$ cat config.mk
export PLATFORM = sky130hd
export DESIGN_NAME = ect_queue
export DESIGN_NICKNAME = d
export VERILOG_FILES = /design/src/design/edge_coverage_tracer_top_macros.svh /design/src/design/ect_pkg.sv /design/src/design/ect_queue.sv
export SDC_FILE = /design/constraint.sdc
export NUM_CORES = 1
export LEC_CHECK = 0
export CORE_UTILIZATION = 55
export CTS_CLUSTER_DIAMETER = 120
export DETAILED_ROUTE_END_ITERATION = 7
export DONT_BUFFER_PORTS = 1
export GPL_TIMING_DRIVEN = 1
export PLACE_DENSITY = 0.8
export SLEW_MARGIN = 5
export SYNTH_ARGS = -nofsm -noshare
export SYNTH_HDL_FRONTEND = slang
export SYNTH_SLANG_ARGS = --single-unit
$ cat constraint.sdc
create_clock -name clk_i -period 3.1 [get_ports clk_i]
set_input_delay 0.775 -clock clk_i [delete_from_list [all_inputs] [get_ports clk_i]]
set_output_delay 0.775 -clock clk_i [all_outputs]
set_load 0.02 [all_outputs]
$ cat src/design/edge_coverage_tracer_top_macros.svh
// ----------------------------------------------------------------------------
// Edge coverage tracer assertion macros
// Shared concurrent assertion forms, clocked on clk_i, held off during reset.
// ----------------------------------------------------------------------------
`ifndef EDGE_COVERAGE_TRACER_TOP_MACROS_SVH
`define EDGE_COVERAGE_TRACER_TOP_MACROS_SVH

// same-cycle implication
`define ECT_ASSERT_IMP(lbl, ante, cons, msg) \
  lbl: assert property (@(posedge clk_i) disable iff (!rst_ni) (ante) |-> (cons)) \
    else $error(msg);

// next-cycle implication
`define ECT_ASSERT_NXT(lbl, ante, cons, msg) \
  lbl: assert property (@(posedge clk_i) disable iff (!rst_ni) (ante) |=> (cons)) \
    else $error(msg);

`endif

$ cat src/design/ect_pkg.sv
// ----------------------------------------------------------------------------
// Edge coverage tracer package
// Request, result, configuration and internal command types plus op codes.
// ----------------------------------------------------------------------------
`default_nettype none

package ect_pkg;

  localparam int PC_BITS       = 48;
  localparam int INDEX_BITS    = 16;
  localparam int MAP_ADDR_BITS = 20;

  localparam logic [2:0] OP_TRACE    = 3'd0;
  localparam logic [2:0] OP_RD_EDGE  = 3'd1;
  localparam logic [2:0] OP_RD_FULL  = 3'd2;
  localparam logic [2:0] OP_CLR_EDGE = 3'd3;
  localparam logic [2:0] OP_CLR_FULL = 3'd4;

  typedef struct packed {
    logic [2:0]            op;
    logic [PC_BITS-1:0]    pc;
    logic [INDEX_BITS-1:0] entry_index;
  } ect_req_t;

  typedef struct packed {
    logic [7:0] read_value;
    logic       range_error;
  } ect_rsp_t;

  typedef struct packed {
    logic               tracing_enabled;
    logic               full_map_enabled;
    logic [PC_BITS-1:0] text_base;
  } ect_cfg_t;

  typedef enum logic [2:0] {
    CMD_NOP,
    CMD_TRACE,
    CMD_RD_EDGE,
    CMD_RD_FULL,
    CMD_CLR_EDGE,
    CMD_CLR_FULL
  } ect_kind_e;

  typedef struct packed {
    ect_kind_e                kind;
    logic                     edge_hit;
    logic [MAP_ADDR_BITS-1:0] edge_addr;
    logic                     full_hit;
    logic [MAP_ADDR_BITS-1:0] full_addr;
    logic [2:0]               full_bit;
    logic                     err;
  } ect_cmd_t;

  typedef struct packed {
    logic empty;
    logic full;
  } ect_qstat_t;

endpackage

`default_nettype wire

$ cat src/design/ect_queue.sv
// ----------------------------------------------------------------------------
// Edge coverage tracer command queue
// Two-entry FIFO between the front end and the map engine.
// ----------------------------------------------------------------------------
`default_nettype none

module ect_queue (
  input  wire logic              clk_i,
  input  wire logic              rst_ni,
  input  wire logic              push_i,
  input  wire ect_pkg::ect_cmd_t cmd_i,
  input  wire logic              pop_i,
  output ect_pkg::ect_cmd_t      head_o,
  output ect_pkg::ect_qstat_t    stat_o
);

  import ect_pkg::*;

  ect_cmd_t   slot_q [2];
  logic       wr_q, wr_d;
  logic       rd_q, rd_d;
  logic [1:0] cnt_q, cnt_d;

  always_comb begin
    wr_d  = wr_q;
    rd_d  = rd_q;
    cnt_d = cnt_q;
    if (push_i) begin
      wr_d = ~wr_q;
    end
    if (pop_i) begin
      rd_d = ~rd_q;
    end
    case ({push_i, pop_i})
      2'b10:   cnt_d = cnt_q + 2'd1;
      2'b01:   cnt_d = cnt_q - 2'd1;
      default: cnt_d = cnt_q;
    endcase
  end

  always_ff @(posedge clk_i or negedge rst_ni) begin
    if (!rst_ni) begin
      wr_q  <= 1'b0;
      rd_q  <= 1'b0;
      cnt_q <= 2'd0;
    end else begin
      wr_q  <= wr_d;
      rd_q  <= rd_d;
      cnt_q <= cnt_d;
    end
  end

  always_ff @(posedge clk_i) begin
    if (push_i) begin
      slot_q[wr_q] <= cmd_i;
    end
  end

  assign head_o       = slot_q[rd_q];
  assign stat_o.empty = cnt_q == 2'd0;
  assign stat_o.full  = cnt_q == 2'd2;

endmodule

`default_nettype wire

Word-level counts from Yosys, hierarchy flattened
Memories as Yosys holds them, arrays and structs flattened.
Cells that the tools add are included.
Cells by class
  add/subtract/negate cells: 2
  equal/unequal tests: 3
  multiplexer cells: 3
  bitwise logic cells: 2
  reductions and logical operators: 2
Operator list (number)
  $eq 2x2->1 const B: 2
  $pmux 2 s2: 1
  $add 2x1->2 const B: 1
  $eq 2x1->1 const B: 1
  $logic_not 2->1: 1
  $mux 1: 2
  $not 1->1: 2
  $reduce_bool 2->1: 1
  $sub 2x1->2 const B: 1
Word-level totals
  register bits: 4
  RAM bits: 98
  input bits: 53
  output and inout port bits: 51
  logic and storage cells: 16
  memories: 1
Memories
  slot_q: depth 2, width 49, rd ports 1, clocked after memory_dff 0, wr ports 1, line ect_queue.sv:19  | ect_cmd_t slot_q [2];

Longest topological paths before layout
Gate-level depths: netlist of the first run.
  depth after elaboration: 2
  mapped depth: 5
  depth with buffers taken out: 5

Worst setup path before layout of the first run
OpenSTA, ideal clock, no wires.
  path type: input to register
  start point: input push_i
  end point: memory slot_q[0][0] (netlist name), enable pin
  setup time: 456 ps
  arrival time: 2875 ps
  data required time: 2644 ps
  path slack: -231 ps
  stages: 2
  buffers on the path: 0
  path through: inv_1 nor2_1
Between the ends
  longest elaborated chain between the ends: 2
Ends and longest elaborated chain
  start, declared: line ect_queue.sv:10  | input wire logic push_i,
  $mux 1: line ect_queue.sv:54  | if (push_i) begin
  $mux 1 (not written as such): line ect_queue.sv:55  | slot_q[wr_q] <= cmd_i;
  end, declared: line ect_queue.sv:19
Every way passes these cells.

==> results of run 1 <==
## critical path: stages (launching register included)
cell	delay (ps)
dfrtp_2	370
buf_4	450
mux2_4	390
## registers in the layout, indices dropped and copies added, names as in the netlist
| name | cells |
|---|---|
| rd_q | 1 |
| slot_q | 98 |
| cnt_q | 2 |
| wr_q | 1 |
## cells by family (layout without fill, tap and decap cells)
logic type,count (synthesis),after routing,share of synthesized area
adder cells (fa/ha/maj),1,1,0.00315
flip-flops,102,102,0.766
XOR/XNOR,5,5,0.0110
AND/OR/NAND/NOR,5,5,0.00598
buffers and inverters,7,21,0.0290
multiplexers,49,49,0.185
## final cells by class
class	count	area (um2)	area share
flip-flops and latches	102	3040	0.713
clock inverters	7	113	0.0264
repair buffers	4	42.5	0.00996
well taps	96	120	0.0281
clock buffers	9	124	0.0290
multi-input cells	60	825	0.193
inverters	1	3.75	0.000879
## where the power goes
group | switching, mW | internal [mW]
logic | 0.805 | 0.545
registers | 0.0941 | 1.83
clock network | 0.427 | 0.532
total | 1.33 | 2.91
## through the flow
| step | area, um2 | total power [mW] | hold slack, ps | util |
|---|---|---|---|---|
| 6_report | 4270 | 4.24 | 107 | 0.622 |
| 5_1_grt | 4270 | 4.40 | 78.1 | 0.622 |
| 4_1_cts | 4270 | 4.28 | 91.5 | 0.622 |
| 3_5_place_dp | 4040 | 3.33 | 480 | 0.587 |
| 3_3_place_gp | 4040 | 3.27 | 480 | 0.587 |
| 2_1_floorplan | 3980 | 3.27 | 456 | - |
## layer usage
metal | up-vias | GRT usage | wire, um
met3 | 10 | 0.0701 | 558
met2 | 63 | 0.283 | 3140
li1 | 672 | - | -
met1 | 752 | 0.161 | 2110
met5 | - | 0 | 0
met4 | 0 | 0.0848 | 114
## worst min-delay path by stage
stage,start,endpoint,depth (start not counted)
2_1_floorplan,cnt_q[1],cnt_q[1],1
4_1_cts,rst_ni,wr_q,0
3_5_place_dp,rst_ni,cnt_q[1],0
6_report,rst_ni,wr_q,0
3_3_place_gp,rst_ni,cnt_q[1],0
5_1_grt,rst_ni,wr_q,0
## cells in the mapped netlist, drive strengths merged
library cell / n / share of area
mux2: 49 / 0.19
nor2: 3 / 0.0028
buf: 6 / 0.028
edfxtp: 98 / 0.74
xor2: 3 / 0.0066
dfrtp: 4 / 0.025
ha: 1 / 0.0031
xnor2: 2 / 0.0044
inv: 1 / 0.00094
and2: 1 / 0.0016
nor2b: 1 / 0.0016
==> results.cfg, run 1 <==
[sta]
min_period_over_period = 0.762
hold_viol = 0
min_period_ps = 2360
setup_violations = 0
fin_ws_ps = 737
worst_clock_skew_ps = 10.1
slew_headroom = 0.576
fmax_ghz = 0.423
tightestPinTransition_ps = 634
maxSlewViolCount = 0
tns_ps = 0
rsz0062_at_grt = false

[critical_path]
cp-start-kind = register
crit_fanout = 30
startpoint = rd_q
r2r-end = slot_q[1][36]
crit_path_end = head_o[3]
arrival_ps = 1590
crit_type = reg -> out
r2r-start = wr_q
worst-r2r-cell-count = 2
required_ps = 2320
r2r_slack_ps = 1340
critPathCaptureType = primary output

[logic_synthesis]
seq_area_frac_synth = 0.766
syn_nets = 223
post_synth_inst_count = 169
syn_area_per_cell_um2 = 23.5
yosys_warnings = 0
synth_area_mm2 = 0.00397
ys_ff_latch = 102
synth_cell_types = 12

[cts]
cts.clk_slew.worst_paths_ps = 90
cts_resized = 0
numClockSinks = 102
clock_latency_ps = 350
post_cts_buffers = 0
cts_buffer_depth = 2
postCtsHoldBufs = 0
cts-htree-levels = 3
cts_tree = yes
cts_made_buffers = 9
root_buffer = clkbuf_8

[finish]
drive_above_1_share = 0.393
fill_cells = 459
nets = 232
stdcell_count = 279
final_cell_mix = 98 x edfxtp_1, 49 x mux2_4, 9 x clkbuf_8
area_delta_synth_final_pct = 7.49
final_common_cell = edfxtp_1
diodes = 0

[placed_design]
dp_cells = 263
pre_cts_slack_ps = 1010
gp_congestion = 0.627
io_buffers = 0
hpwl_um = 3980

[drt]
drt-pass1-iter-count = 4
drtIter0Drc = 49
postRouteAntennaNets = 0
drc_errors = 0
vias_per_cell = 5.37
vias = 1497
wl_per_cell_um = 21.2
routed_wl_um = 5930

[global_route]
overflow = 0
grt_max_degree = 31
grt_pass1_vias = 1658
antenna_found_initial = 0
grt_usage = 0.161
grt_pass1_wl_um = 8510

[power]
powerDensity_mw_per_mm2 = 992
leakagePower_nw = 1.55
ir_worst_vdd_v = 0.000431

[floorplan]
core_mm2 = 0.00687
die-area_mm2 = 0.00757
die_x_um = 87
initial_core_util = 0.579
die_y_um = 87
ioPinCount = 104
fp-row-count = 30

[status]
status = finished, final reports clean

[job]
drv_cap = 0

[min_path]
hold_class = in -> async
Note: power is estimated with default switching activity, not from simulation.
==> inputs of run 2 (changes only) <==
==> constraint.sdc (replaced) <==
create_clock -name clk_i -period 2.1 [get_ports clk_i]
set_input_delay 0.525 -clock clk_i [delete_from_list [all_inputs] [get_ports clk_i]]
set_output_delay 0.525 -clock clk_i [all_outputs]
set_load 0.02 [all_outputs]
==> run 2 against run 1 <==
Compared with the run above: clock skew shrank 3.7 ps; non-clock buffer count grew 4; sequential power up 49%; critical endpoint is now head_o[39]; largest cell class unchanged; largest power group unchanged.
==> results.cfg, run 2 (synthesis results as in run 1) <==
[floorplan]
die-area_mm2 = 0.00757
core_mm2 = 0.00687
die_y_um = 87
ioPinCount = 104
die_x_um = 87
fp-row-count = 30
initial_core_util = 0.579

[critical_path]
cpPeakStageDelay_ps = 560
path_depth = 2
cp-start-kind = register
path_buf_inv = 1
crit_chain = buf_12 > mux2_4
required_ps = 1570
r2r-start = wr_q
worst-r2r-cell-count = 2
critPathCaptureType = primary output
r2r_slack_ps = 780
arrival_ps = 1470
r2r-end = slot_q[1][22]
crit_fanout = 21
crit_type = reg -> out
crit_slowest_cell = dfrtp_4
critical_path.top_delay_family = flip-flops

[drt]
vias = 1501
postRouteAntennaNets = 0
drt-pass1-iter-count = 4
drc_errors = 0
drtIter0Drc = 52
vias_per_cell = 5.30
wl_per_cell_um = 20.8
routed_wl_um = 5890

[sta]
setup_violations = 0
tns_ps = 0
min_period_over_period = 0.949
maxSlewViolCount = 0
min_period_ps = 1990
rsz0062_at_grt = false
slew_headroom = 0.733
worst_clock_skew_ps = 6.35
fmax_ghz = 0.502
tightestPinTransition_ps = 400
hold_ws_ps = 269
hold_viol = 0

[finish]
final_common_cell = edfxtp_1
nets = 236
drive_above_1_share = 0.390
area_delta_synth_final_pct = 8.75
regMostFlops = slot_q
diodes = 0
largest_reg_flops = 98
final_cell_area_mm2 = 0.00432
final_cell_mix = 98 x edfxtp_1, 49 x mux2_4, 11 x clkbuf_8
top_regs = slot_q: 98 flops, cnt_q: 2 flops

[cts]
cts_buffer_depth = 2
cts_tree = yes
root_buffer = clkbuf_8
numClockSinks = 102
clock_latency_ps = 340
cts-htree-levels = 3
cts.clk_slew.worst_paths_ps = 90
cts_made_buffers = 9
post_cts_buffers = 0
cts_resized = 0

[global_route]
overflow = 0
grt_pass1_vias = 1649
antenna_found_initial = 0
grt_pass1_wl_um = 8450
grt_usage = 0.162
grt_max_degree = 30

[power]
combPwrFrac = 0.330
internal_power_mw = 4.33
leakagePower_nw = 1.57
powerDensity_mw_per_mm2 = 1450
swShare = 0.310
p_sw_mw = 1.94
ir_worst_vdd_v = 0.000820
clkPwrFrac = 0.212
seqPwrFrac = 0.458

[placed_design]
io_buffers = 0
gp_congestion = 0.642
postPlaceCellArea_mm2 = 0.00409

[min_path]
worstHoldStart = cmd_i[19]
min_to = slot_q[0][19]
hold_path_depth = 0
hold_class = in -> reg

[job]
drv_cap = 0

[status]
status = finished, final reports clean
## run 2: changes by cell type in the layout (fill, tap and decap cells not counted)
cell,previous run,this run
buf_12,1,3
buf_4,3,4
bufinv_16,3,2
clkbuf_1,0,2
clkbuf_8,9,11
clkinv_2,3,0
dfrtp_2,1,0
dfrtp_4,0,1
dlygate4sd3_1,0,1
## run 2: final cells by class
cell class	instances	area, um2
Clock buffer	13	159
Clock inverter	3	67.6
Fill cell	456	2550
Inverter	1	3.75
Multi-Input combinational cell	60	825
Sequential cell	102	3050
Tap cell	96	120
Timing Repair Buffer	8	100
## run 2: power by group through the flow
stage | registers, mW | clock network [mW] | logic, mW
3_5_place_dp | 2.93 | 0 | 2.10
3_3_place_gp | 2.89 | 0 | 2.05
2_1_floorplan | 2.84 | 0 | 1.98
5_1_grt | 2.91 | 1.44 | 2.17
4_1_cts | 2.88 | 1.36 | 2.10
6_report | 2.88 | 1.33 | 2.07
## run 2: worst reg2reg max path: cells and delay by family, from the launching register on
family / cells / cell delay, ps
buf+inv: 1 / 360
simple gates: 1 / 180
flops: 1 / 430
## run 2: metal layers
layer / vias to the layer above / wire [um] / GRT usage / share of wire
met1: 744 / 2100 / 0.166 / 0.36
met4: 0 / 110 / 0.0833 / 0.019
li1: 680 / - / - / -
met5: - / 0 / 0 / 0
met3: 11 / 523 / 0.0654 / 0.089
met2: 66 / 3160 / 0.283 / 0.54
## run 2: metrics by stage
stage | cells | power, mW | util | setup WS (ps)
final | 283 | 6.28 | 0.629 | 108
after global routing | 283 | 6.52 | 0.629 | 57.9
after CTS | 283 | 6.34 | 0.629 | 86.3
after detailed placement | 266 | 5.03 | 0.595 | 478
after global placement | 266 | 4.94 | 0.595 | 502
after floorplan | 169 | 4.83 | - | 360
## run 2: worst max path at each step
stage                   end  slack [ps]   start
2_1_floorplan  slot_q[0][0]         360  push_i
3_3_place_gp     head_o[40]         500    rd_q
3_5_place_dp     head_o[45]         480    rd_q
4_1_cts          head_o[45]          90    rd_q
5_1_grt          head_o[39]          60    rd_q
6_report         head_o[39]         110    rd_q
## run 2: what timing repair did
action | 4_1_cts | 5_1_grt
endpoints found under the setup margin | 0 | 0
endpoints found under the hold margin | 4 | 0
hold buffers | 1 | 0
