File: src/design/edge_coverage_tracer_top_macros.svh
// ----------------------------------------------------------------------------
// Edge coverage tracer assertion macros
// Shared concurrent assertion forms, clocked on clk_i, held off during reset.
// ----------------------------------------------------------------------------
`ifndef EDGE_COVERAGE_TRACER_TOP_MACROS_SVH
`define EDGE_COVERAGE_TRACER_TOP_MACROS_SVH

// same-cycle implication
`define ECT_ASSERT_IMP(lbl, ante, cons, msg) \
  lbl: assert property (@(posedge clk_i) disable iff (!rst_ni) (ante) |-> (cons)) \
    else $error(msg);

// next-cycle implication
`define ECT_ASSERT_NXT(lbl, ante, cons, msg) \
  lbl: assert property (@(posedge clk_i) disable iff (!rst_ni) (ante) |=> (cons)) \
    else $error(msg);

`endif

File: src/design/ect_pkg.sv
// ----------------------------------------------------------------------------
// Edge coverage tracer package
// Request, result, configuration and internal command types plus op codes.
// ----------------------------------------------------------------------------
`default_nettype none

package ect_pkg;

  localparam int PC_BITS       = 48;
  localparam int INDEX_BITS    = 16;
  localparam int MAP_ADDR_BITS = 20;

  localparam logic [2:0] OP_TRACE    = 3'd0;
  localparam logic [2:0] OP_RD_EDGE  = 3'd1;
  localparam logic [2:0] OP_RD_FULL  = 3'd2;
  localparam logic [2:0] OP_CLR_EDGE = 3'd3;
  localparam logic [2:0] OP_CLR_FULL = 3'd4;

  typedef struct packed {
    logic [2:0]            op;
    logic [PC_BITS-1:0]    pc;
    logic [INDEX_BITS-1:0] entry_index;
  } ect_req_t;

  typedef struct packed {
    logic [7:0] read_value;
    logic       range_error;
  } ect_rsp_t;

  typedef struct packed {
    logic               tracing_enabled;
    logic               full_map_enabled;
    logic [PC_BITS-1:0] text_base;
  } ect_cfg_t;

  typedef enum logic [2:0] {
    CMD_NOP,
    CMD_TRACE,
    CMD_RD_EDGE,
    CMD_RD_FULL,
    CMD_CLR_EDGE,
    CMD_CLR_FULL
  } ect_kind_e;

  typedef struct packed {
    ect_kind_e                kind;
    logic                     edge_hit;
    logic [MAP_ADDR_BITS-1:0] edge_addr;
    logic                     full_hit;
    logic [MAP_ADDR_BITS-1:0] full_addr;
    logic [2:0]               full_bit;
    logic                     err;
  } ect_cmd_t;

  typedef struct packed {
    logic empty;
    logic full;
  } ect_qstat_t;

endpackage

`default_nettype wire

File: src/design/ect_front.sv
// ----------------------------------------------------------------------------
// Edge coverage tracer front end
// Classifies requests into map commands and tracks the previous location.
// ----------------------------------------------------------------------------
`default_nettype none

module ect_front #(
  parameter int EDGE_MAP_ENTRIES = 65536,
  parameter int FULL_MAP_BYTES   = 65536
) (
  input  wire logic              clk_i,
  input  wire logic              rst_ni,
  input  wire logic              push_i,
  input  wire ect_pkg::ect_req_t req_i,
  input  wire ect_pkg::ect_cfg_t cfg_i,
  output ect_pkg::ect_cmd_t      cmd_o
);

  import ect_pkg::*;

  localparam int EAW = $clog2(EDGE_MAP_ENTRIES);
  localparam int FAW = $clog2(FULL_MAP_BYTES);
  localparam logic [EAW-1:0]           EDGE_MASK = EAW'(EDGE_MAP_ENTRIES - 1);
  localparam logic [EAW:0]             EDGE_LIM  = (EAW + 1)'(EDGE_MAP_ENTRIES);
  localparam logic [PC_BITS-5:0]       FULL_LIM  = (PC_BITS - 4)'(FULL_MAP_BYTES);
  localparam logic [MAP_ADDR_BITS:0]   IX_EDGE   = (MAP_ADDR_BITS + 1)'(EDGE_MAP_ENTRIES);
  localparam logic [MAP_ADDR_BITS:0]   IX_FULL   = (MAP_ADDR_BITS + 1)'(FULL_MAP_BYTES);

  logic [EAW-1:0]           prev_q, prev_d;
  logic [EAW-1:0]           edge_idx;
  logic                     edge_hit;
  logic                     below_base;
  logic [PC_BITS-1:0]       diff;
  logic                     full_in;
  logic [MAP_ADDR_BITS:0]   ix_ext;
  ect_cmd_t                 cmd;

  assign edge_idx   = (req_i.pc[EAW:1] ^ prev_q) & EDGE_MASK;
  assign edge_hit   = {1'b0, edge_idx} < EDGE_LIM;
  assign below_base = req_i.pc < cfg_i.text_base;
  assign diff       = req_i.pc - cfg_i.text_base;
  assign full_in    = diff[PC_BITS-1:4] < FULL_LIM;
  assign ix_ext     = (MAP_ADDR_BITS + 1)'(req_i.entry_index);

  always_comb begin
    cmd    = '{kind: CMD_NOP, edge_hit: 1'b0, edge_addr: '0, full_hit: 1'b0,
               full_addr: '0, full_bit: 3'd0, err: 1'b0};
    prev_d = prev_q;
    case (req_i.op)
      OP_TRACE: begin
        if (cfg_i.tracing_enabled) begin
          cmd.kind      = CMD_TRACE;
          cmd.edge_hit  = edge_hit;
          cmd.edge_addr = MAP_ADDR_BITS'(edge_idx);
          prev_d        = req_i.pc[EAW+1:2] & EDGE_MASK;
          if (cfg_i.full_map_enabled) begin
            if (below_base || !full_in) begin
              cmd.err = 1'b1;
            end else begin
              cmd.full_hit  = 1'b1;
              cmd.full_addr = MAP_ADDR_BITS'(diff[FAW+3:4]);
              cmd.full_bit  = diff[3:1];
            end
          end
        end
      end
      OP_RD_EDGE: begin
        if (ix_ext < IX_EDGE) begin
          cmd.kind      = CMD_RD_EDGE;
          cmd.edge_addr = MAP_ADDR_BITS'(req_i.entry_index);
        end
      end
      OP_RD_FULL: begin
        if (ix_ext < IX_FULL) begin
          cmd.kind      = CMD_RD_FULL;
          cmd.full_addr = MAP_ADDR_BITS'(req_i.entry_index);
        end
      end
      OP_CLR_EDGE: begin
        cmd.kind = CMD_CLR_EDGE;
        prev_d   = '0;
      end
      OP_CLR_FULL: begin
        cmd.kind = CMD_CLR_FULL;
      end
      default: begin
        cmd.kind = CMD_NOP;
      end
    endcase
  end

  always_ff @(posedge clk_i or negedge rst_ni) begin
    if (!rst_ni) begin
      prev_q <= '0;
    end else if (push_i) begin
      prev_q <= prev_d;
    end
  end

  assign cmd_o = cmd;

endmodule

`default_nettype wire

File: config.mk
export PLATFORM = sky130hd
export DESIGN_NAME = ect_front
export DESIGN_NICKNAME = d
export VERILOG_FILES = /design/src/design/edge_coverage_tracer_top_macros.svh /design/src/design/ect_pkg.sv /design/src/design/ect_front.sv
export SDC_FILE = /design/constraint.sdc
export NUM_CORES = 1
export LEC_CHECK = 0
export BUFFER_PORTS_ARGS = -buffer_cell sky130_fd_sc_hd__buf_2
export CORE_AREA = 3 3 77 133
export CTS_BUF_LIST = sky130_fd_sc_hd__clkbuf_4 sky130_fd_sc_hd__clkbuf_8
export CTS_CLUSTER_DIAMETER = 150
export CTS_CLUSTER_SIZE = 30
export DETAILED_ROUTE_END_ITERATION = 10
export DIE_AREA = 0 0 80 136
export PLACE_DENSITY = 0.82
export SLEW_MARGIN = 20
export SYNTH_ARGS = -nofsm -noshare
export SYNTH_HDL_FRONTEND = slang
export SYNTH_SLANG_ARGS = --single-unit
File: constraint.sdc
create_clock -name clk_i -period 3.45 [get_ports clk_i]
set_clock_uncertainty 0.2 [all_clocks]
set_input_delay 0 -clock clk_i [delete_from_list [all_inputs] [get_ports clk_i]]
set_output_delay 0 -clock clk_i [all_outputs]
set_load 0.05 [all_outputs]
* After elaboration in Yosys (flattened, before gate mapping)
Index checks and enable logic that the tools add are counted.
Word-level totals: flip-flop bits (word level) 16, input bits 120, logic and storage cells 31
Operators by class: add/subtract/negate cells 1, $lt $le $gt $ge 3, eq/ne operators 5, muxes and demuxes 15, bitwise operators 1, reduce and logical (&&, ||, !) cells 5
Operator list (number):
- case mux 20 bit (2 select lines) | 2
- less-than comparator 48 bit | 1
- subtractor 48 bit | 1
- two-way mux 47 bit | 1
- less-than comparator 44 x 17 -> 1 bit, second input constant | 1
- two-way mux 16 bit | 2
- case mux 16 bit (2 select lines) | 1
- two-way mux 25 bit | 1
- two-way mux 24 bit | 1
- less-than comparator 16 x 17 -> 1 bit, second input constant | 1
- bitwise XOR 16 bit | 1
- case mux 3 bit (5 select lines) | 1
- == test 3 x 2 -> 1 bit, second input constant | 2
- two-way mux 2 bit | 2
- two-way mux 4 bit | 1
- == test 3 x 1 -> 1 bit, second input constant | 1
- == test 3 bit, second input constant | 1
- logical NOT 3 bit | 1
- two-way mux 1 bit | 3
- AND reduction 3 bit | 1
- != test 2 bit, second input constant | 1
- nonzero test 2 bit | 1
- logical NOT 1 bit | 1
- logical OR 1 bit | 1

* Logic depth before layout (Yosys ltp)
Gate-level depths: netlist (run 1).
depth in word-level cells 8, gate-level depth with buffers 14

* Worst setup path before layout (run 1)
No wires, ideal clock.
path kind input -> output, start point in req_i[16] (netlist name), end point out cmd_o[2] (netlist name), data arrival time 3.331 ns, data required time 3.250 ns, setup slack -0.081 ns, stages 12, path buffers 1, cell sequence nand2b_1 > fa_1 > a211oi_2 > o21ai_2 > a211oi_2 > nor3_1 > or4_1 > a2111oi_2 > and4_1 > nand4_2 > buf_6 > nor2_1
RTL lines:
- from (decl) | line ect_front.sv:14 | input wire ect_pkg::ect_req_t req_i,
- to (decl) | line ect_front.sv:16 | output ect_pkg::ect_cmd_t cmd_o

==> metrics, run 1 <==
run status finished, final reports clean; Post-synth EDFFs 0; via count 6,659; remaining antenna violation count 0; proportion of power drawn by flip-flops and latches 0.156; via/cell ratio 6.194; HPWL after detailed placement 14,770 um; worst slack, placed -0.07148 ns; combinational power share 0.737; largest net degree at the start of global routing 33; CP peak stage delay 0.44 ns; R2R Path Start prev_q[10]$_DFFE_PN0P_; antenna violations before repair 0; Req. time, crit path 3.25 ns; synthesis warning total 0; first-pass GRT wire length 28,660 um; VDD IR max 0.1830 mV; CTS tree yes; Final GP Congestion 1.060; clock share of power 0.107; # setup viols final 0; FFs w/ async S/R, synth 1.000; top area cells in the synthesized netlist ha_1 (12%), nand2_1 (8.5%), dfrtp_1 (8.2%); min Tclk post-route 3.450 ns; layout net count 1,124; syn avg cell area 6.683 sq um; R2R cell count 2; Seq/Total Area, Yosys 0.08241; total leakage power 3.441 nW; DRC 0; PD cells 244.8 mW/mm^2; Clock Pin Slew Worst Setup and Hold Paths 0.07 ns; switching share of power 0.5019; max cap viols 0; Top reg by flops prev_q; max-slew violation total from the final report 0; CTS buffer count 3; total gr overflow 0; clock tree sinks 16; fmax 0.2899 GHz; Top delay family on crit path simple AND/OR/NAND/NOR gates; Final Hold Viols 0; Finished Layout Cells 1,075; post-layout util 0.7356; Top Registers prev_q: 16 flops; critical path cell sequence buf_2 > ha_1 > buf_4 > nand2_1 > o21ai_1 > a222oi_1 > buf_4 > nand2_1 > or4_4 > a2111oi_4 > and4_4 > nand4_4 > clkbuf_16 > o21ai_2 > buf_6; final worst-path setup slack 0.0004863 ns; Hold EP prev_q[5]$_DFFE_PN0P_; slew margin rel. 0.2359; Net Switching 832.5 uW; final wirelength 19,690 um; layout cells sized above 1 0.3236; Hold Path Origin push_i; Core Area 0.009209 sq mm; crit path capture type output port; CP Max Fanout 10; Clk Latency, worst-skew pair 0.26 ns; Mapped Cells 727; ANT cells 0; Synth cell types 75; effective utilization at floorplan 0.5276; clock root buffer clkbuf_8; WP buf/inv 5; die height 136 um; All-Layer GR Usage 0.3254; area leader, netlist ha_1; drt first-iter violations 360; Critical Path AT 3.25 ns; Hold Crit Class in2reg; Reg-to-Reg End prev_q[10]$_DFFE_PN0P_; Most used DFF post-synth dfrtp_1; fill cell count 709; R2R Setup Slk 2.47 ns; clk buf depth 2; Ports 169; Post-Place Cells 1,047; Die Area 0.01088 sq mm; Tcrit/Tclk final 0.9999; top-area cell type share of the netlist area 0.1210; Die X 80 um; slowest CP cell or4_4; hold_ws 0.1021 ns; kind of critical path in2out; Syn Std Cell Area 0.004858 sq mm; WHS Path Cells 5; Internal 826.0 uW; worst-margin pin slew 1.141 ns; H-tree depth 1; 1st-pass router iterations 6; TNS Setup 0 ns; FF+latch count, synth 16; Area Growth Syn to Fin 39.43%; most frequent cells in the layout buf_2 (141), nand2_1 (110), buf_4 (82); number of global-route vias before repair 6,371; max reg flops 16; # rows 46; DR WL/cell 18.32 um; most common cell after layout, fill and taps aside buf_2; port buffer count 160; CP startpoint kind input port
==> power groups by stage <==
| stage | combinational (mW) | clock (mW) | sequential [mW] |
|---|---|---|---|
| after global placement | 1.08 | 0 | 0.255 |
| final | 1.22 | 0.177 | 0.259 |
| after CTS | 1.13 | 0.171 | 0.255 |
| after global routing | 1.32 | 0.181 | 0.262 |
| after floorplan | 0.734 | 0 | 0.250 |
| after detailed placement | 1.10 | 0 | 0.258 |
==> cell usage after synthesis (all sizes together) (3+ instances only) <==
library cell	count
ha	47
o21a	10
nor4	5
a22o	18
o21bai	9
dfrtp	16
nand3	13
o31ai	6
a31oi	5
clkbuf	20
a211o	4
a21boi	3
o211ai	13
nor2	45
inv	61
nand2b	8
buf	19
a21oi	72
nand2	111
and4	8
and2	3
xor2	27
nor3	19
mux2i	4
a21o	20
a211oi	8
o21ai	71
and3	5
nand4	13
xnor2	20
==> logic make-up (layout without fill, tap and decap cells) <==
group           count (synthesis)  in the layout  share of synthesized area
compound gates                268            268                     0.3719
simple gates                  242            242                     0.2354
other cells                     1              8                  0.0007719
buf+inv                       100            321                    0.08911
mux                             5              5                    0.01056
flops                          16             16                    0.08241
fa+ha+maj                      48             48                     0.1252
xor+xnor                       47             47                    0.08473
==> what timing repair did <==
| item | in CTS | in global routing |
|---|---|---|
| gates cloned | 0 | 1 |
| setup buffers | 0 | 4 |
| endpoints found under the hold margin | 32 | 0 |
| resized for setup | 18 | 57 |
| setup endpoints to repair | 20 | 21 |
| pin swaps | 0 | 6 |
| hold buffers | 19 | 0 |
==> worst reg2reg max path: stages, from the launching register on <==
cell and delay, ns:
dfrtp_1 0.42, nand2_1 0.07, o21ai_0 0.13
==> layout make-up <==
class	count	area [sq um]	share of cell area
sequential	16	400.4	0.05911
tap	120	150.1	0.02216
timing repair buffer	256	1692	0.2497
inverter	61	229.0	0.03380
multi-input combinational	618	4248	0.6271
clock buffer	4	55.05	0.008127
==> metrics by stage <==
| step | power [mW] | area, sq um |
|---|---|---|
| 5_1_grt | 1.762 | 6774 |
| 6_report | 1.659 | 6774 |
| 3_3_place_gp | 1.339 | 6205 |
| 2_1_floorplan | 0.9844 | 4885 |
| 3_5_place_dp | 1.356 | 6205 |
| 4_1_cts | 1.553 | 6501 |
==> worst max-delay path by stage <==
| stage | endpoint | startpoint | cells after the start |
|---|---|---|---|
| finish | cmd_o[10] | req_i[33] | 15 |
| detailed placement | cmd_o[16] | req_i[31] | 14 |
| CTS | cmd_o[13] | req_i[41] | 14 |
| global placement | cmd_o[15] | req_i[31] | 14 |
| global route | cmd_o[1] | cfg_i[7] | 16 |
| floorplan | cmd_o[2] | req_i[16] | 12 |
==> layer usage <==
metal  wire, um  GRT usage
met2      10360     0.6458
met1       6387     0.2924
met4       1605     0.2209
met5          0          0
met3       1337    0.03581
Power figures use the tool's default switching activity.
==> run 2, diff against run 1 <==
Settings changed: ABC_AREA set to 1, CORE_AREA 3 3 77 133 to 3 3 82 143, DIE_AREA 0 0 80 136 to 0 0 85 146, GPL_ROUTABILITY_DRIVEN set to 1, PLACE_DENSITY 0.82 to 0.83.
==> metrics, run 2 <==
clk buf depth 2; All-Layer GR Usage 0.3446; combinational power share 0.724; antenna violations before repair 0; area share of and/or/nand/nor cells after synthesis 0.4778; complex-gate fraction of the synthesized area 0.1015; global-route met3 utilization 0.03683; port buffer count 160; Clk Latency, worst-skew pair 0.26 ns; number of global-route vias before repair 7,480; kind of critical path in2out; syn avg cell area 5.122 sq um; largest net degree at the start of global routing 31; Top delay family on crit path simple AND/OR/NAND/NOR gates; Ports 169; slowest CP cell ha_1; HPWL after detailed placement 18,800 um; dpl cell area 0.006746 sq mm; TNS Setup 0 ns; DR WL/cell 14.97 um; CP most frequent cell nand2_1; clock share of power 0.110; Most used DFF post-synth dfrtp_1; crit path capture type output port; total gr overflow 0; CP Max Fanout 17; Tcrit/Tclk final 0.9047; Post-Place Cells 1,422; RSZ-0062 raised after global routing false; worst-margin pin slew 0.7722 ns; critical path cell sequence buf_2 > ha_1 > a21oi_1 > inv_1 > a21oi_1 > nand2_1 > a21oi_1 > nand2_1 > nand2_1 > nand2_1 > nand2_1 > nand2_1 > nor2_1 > nand3_1 > nor2_4 > buf_12 > nand4_1 > a21oi_1 > buf_2; Final Hold Viols 0; run status finished, final reports clean; clock tree sinks 16; Syn Std Cell Area 0.005844 sq mm; slew margin rel. 0.4835; Synth cell types 36; via/cell ratio 5.227; Internal 725.8 uW; Core Area 0.01070 sq mm; Area Growth Syn to Fin 20.49%; most numerous cell in the Yosys netlist nand2_1; most frequent cells after synthesis nand2_1 (405), inv_1 (257), nor2_1 (91), nand3_1 (53), a21oi_1 (52); 1st-pass router iterations 5; Power Total 1.587 mW; Mapped Cells 1,141; FFs w/ async S/R, synth 1.000; met2 usage 0.6538; Clock Pin Slew Worst Setup and Hold Paths 0.07 ns; busiest grt layer met2; layout net count 1,487; final instance area 0.007042 sq mm; CP peak stage delay 0.35 ns; CTS buffer count 3; DRC 0; Post-Synth Adder-Cell Area 0.1040; remaining antenna violation count 0; top-area cell type share of the netlist area 0.2601; Post-synth EDFFs 0; Top Registers prev_q: 16 flops; effective utilization at floorplan 0.5463; first-pass GRT wire length 34,380 um; switching share of power 0.5426; # rows 50; via count 7,569; drt first-iter violations 391; XOR/XNOR Fraction of Synth Area 0.05395; Die X 85 um; Net Switching 861.1 uW; Critical Path AT 2.92 ns; GR Layer Usage met1 0.2982; fill cell count 1,107; Seq/Total Area, Yosys 0.06851; clock root buffer clkbuf_8; max-slew violation total from the final report 0; WP buf/inv 4; max reg flops 16; H-tree depth 1; VDD IR max 0.2097 mV; layout cells sized above 1 0.1730; top area cells in the synthesized netlist nand2_1 (26%), inv_1 (17%), ha_1 (10%); Finished Layout Cells 1,448; Req. time, crit path 3.25 ns; CP startpoint kind input port; # setup viols final 0; area leader, netlist nand2_1; total leakage power 4.405 nW; most frequent cells in the layout nand2_1 (405), inv_1 (257), buf_2 (160); ANT cells 0; most common cell after layout, fill and taps aside nand2_1; main combinational cell family by area after synthesis simple AND/OR/NAND/NOR gates; proportion of power drawn by flip-flops and latches 0.166; fmax 0.3204 GHz; min Tclk post-route 3.121 ns; Die Area 0.01241 sq mm; Top reg by flops prev_q; synthesis warning total 0; max cap viols 0; Final GP Congestion 1.066; Hold Crit Class in2reg; final wirelength 21,680 um; mux share of post-synthesis cell area 0; PD cells 225.4 mW/mm^2; CTS tree yes; hold_ws 0.1702 ns; die height 146 um; FF+latch count, synth 16
## run 2: changes by cell type in the layout (fill, tap and decap cells not counted), moves of 17 or more
cell     change
nand2_1    +295
inv_1      +197
buf_4       -78
nor2_1      +47
nand3_1     +40
o21ai_2     -20
buf_2       +19
a21o_1      -18
a22o_1      -18
nor2_2      +17
## run 2: power by group through the flow
stage	clock network (mW)	logic (mW)	registers [mW]
global placement	0	1.10	0.262
floorplan	0	0.783	0.256
detailed placement	0	1.11	0.264
global route	0.184	1.27	0.267
CTS	0.175	1.13	0.261
finish	0.174	1.15	0.263
## run 2: timing repair
action                     in CTS  in global routing
setup buffers                   0                  2
setup endpoints to repair       0                 16
resized for setup               0                  0
hold buffers                   20                  0
hold endpoints to repair       32                  0
## run 2: kinds of logic after synthesis
family	Yosys count
AO/OA/AOI/OAI	108
XOR/XNOR	36
adder cells (fa/ha/maj)	48
buffers and inverters	289
flip-flops	16
other	1
AND/OR/NAND/NOR	643
## run 2: metal layers
metal	share of wire	routed length [um]
met4	0.11	2327
met1	0.31	6827
met5	0	0
met3	0.054	1174
met2	0.52	11350
## run 2: worst paths after layout
path | startpoint | to | slack, ns | cells after the start
setup / recovery | req_i[43] | cmd_o[5] | 0.33 | 19
hold / removal | req_i[64] | prev_q[2]$_DFFE_PN0P_ | 0.17 | 5
setup reg to reg | prev_q[3]$_DFFE_PN0P_ | prev_q[3]$_DFFE_PN0P_ | 2.00 | 3
hold reg to reg | prev_q[10]$_DFFE_PN0P_ | prev_q[10]$_DFFE_PN0P_ | 0.36 | 2
max in group asynchronous | rst_ni | prev_q[12]$_DFFE_PN0P_ | 1.88 | 3
min in group asynchronous | rst_ni | prev_q[3]$_DFFE_PN0P_ | 0.69 | 3
## run 2: stage by stage
stage | setup slack [ns] | util
global placement | 0.3273 | 0.6306
detailed placement | 0.2360 | 0.6306
finish | 0.3288 | 0.6582
floorplan | 0.6264 | -
CTS | 0.2388 | 0.6545
global route | 0.09146 | 0.6582
## run 2: area by class of cell
cell class	count	area, sq um	area share
Inverter	269	1010	0.1434
Sequential cell	16	400.4	0.05686
Tap cell	130	162.7	0.02310
Multi-Input combinational cell	843	4343	0.6167
Clock buffer	4	55.05	0.007818
Timing Repair Buffer	186	1071	0.1521
## run 2: worst reg2reg max path, cell delays in order (launching register included)
cell and delay (ns):
dfrtp_1 0.40, inv_1 0.08, o21ai_0 0.08, dlygate4sd3_1 0.57
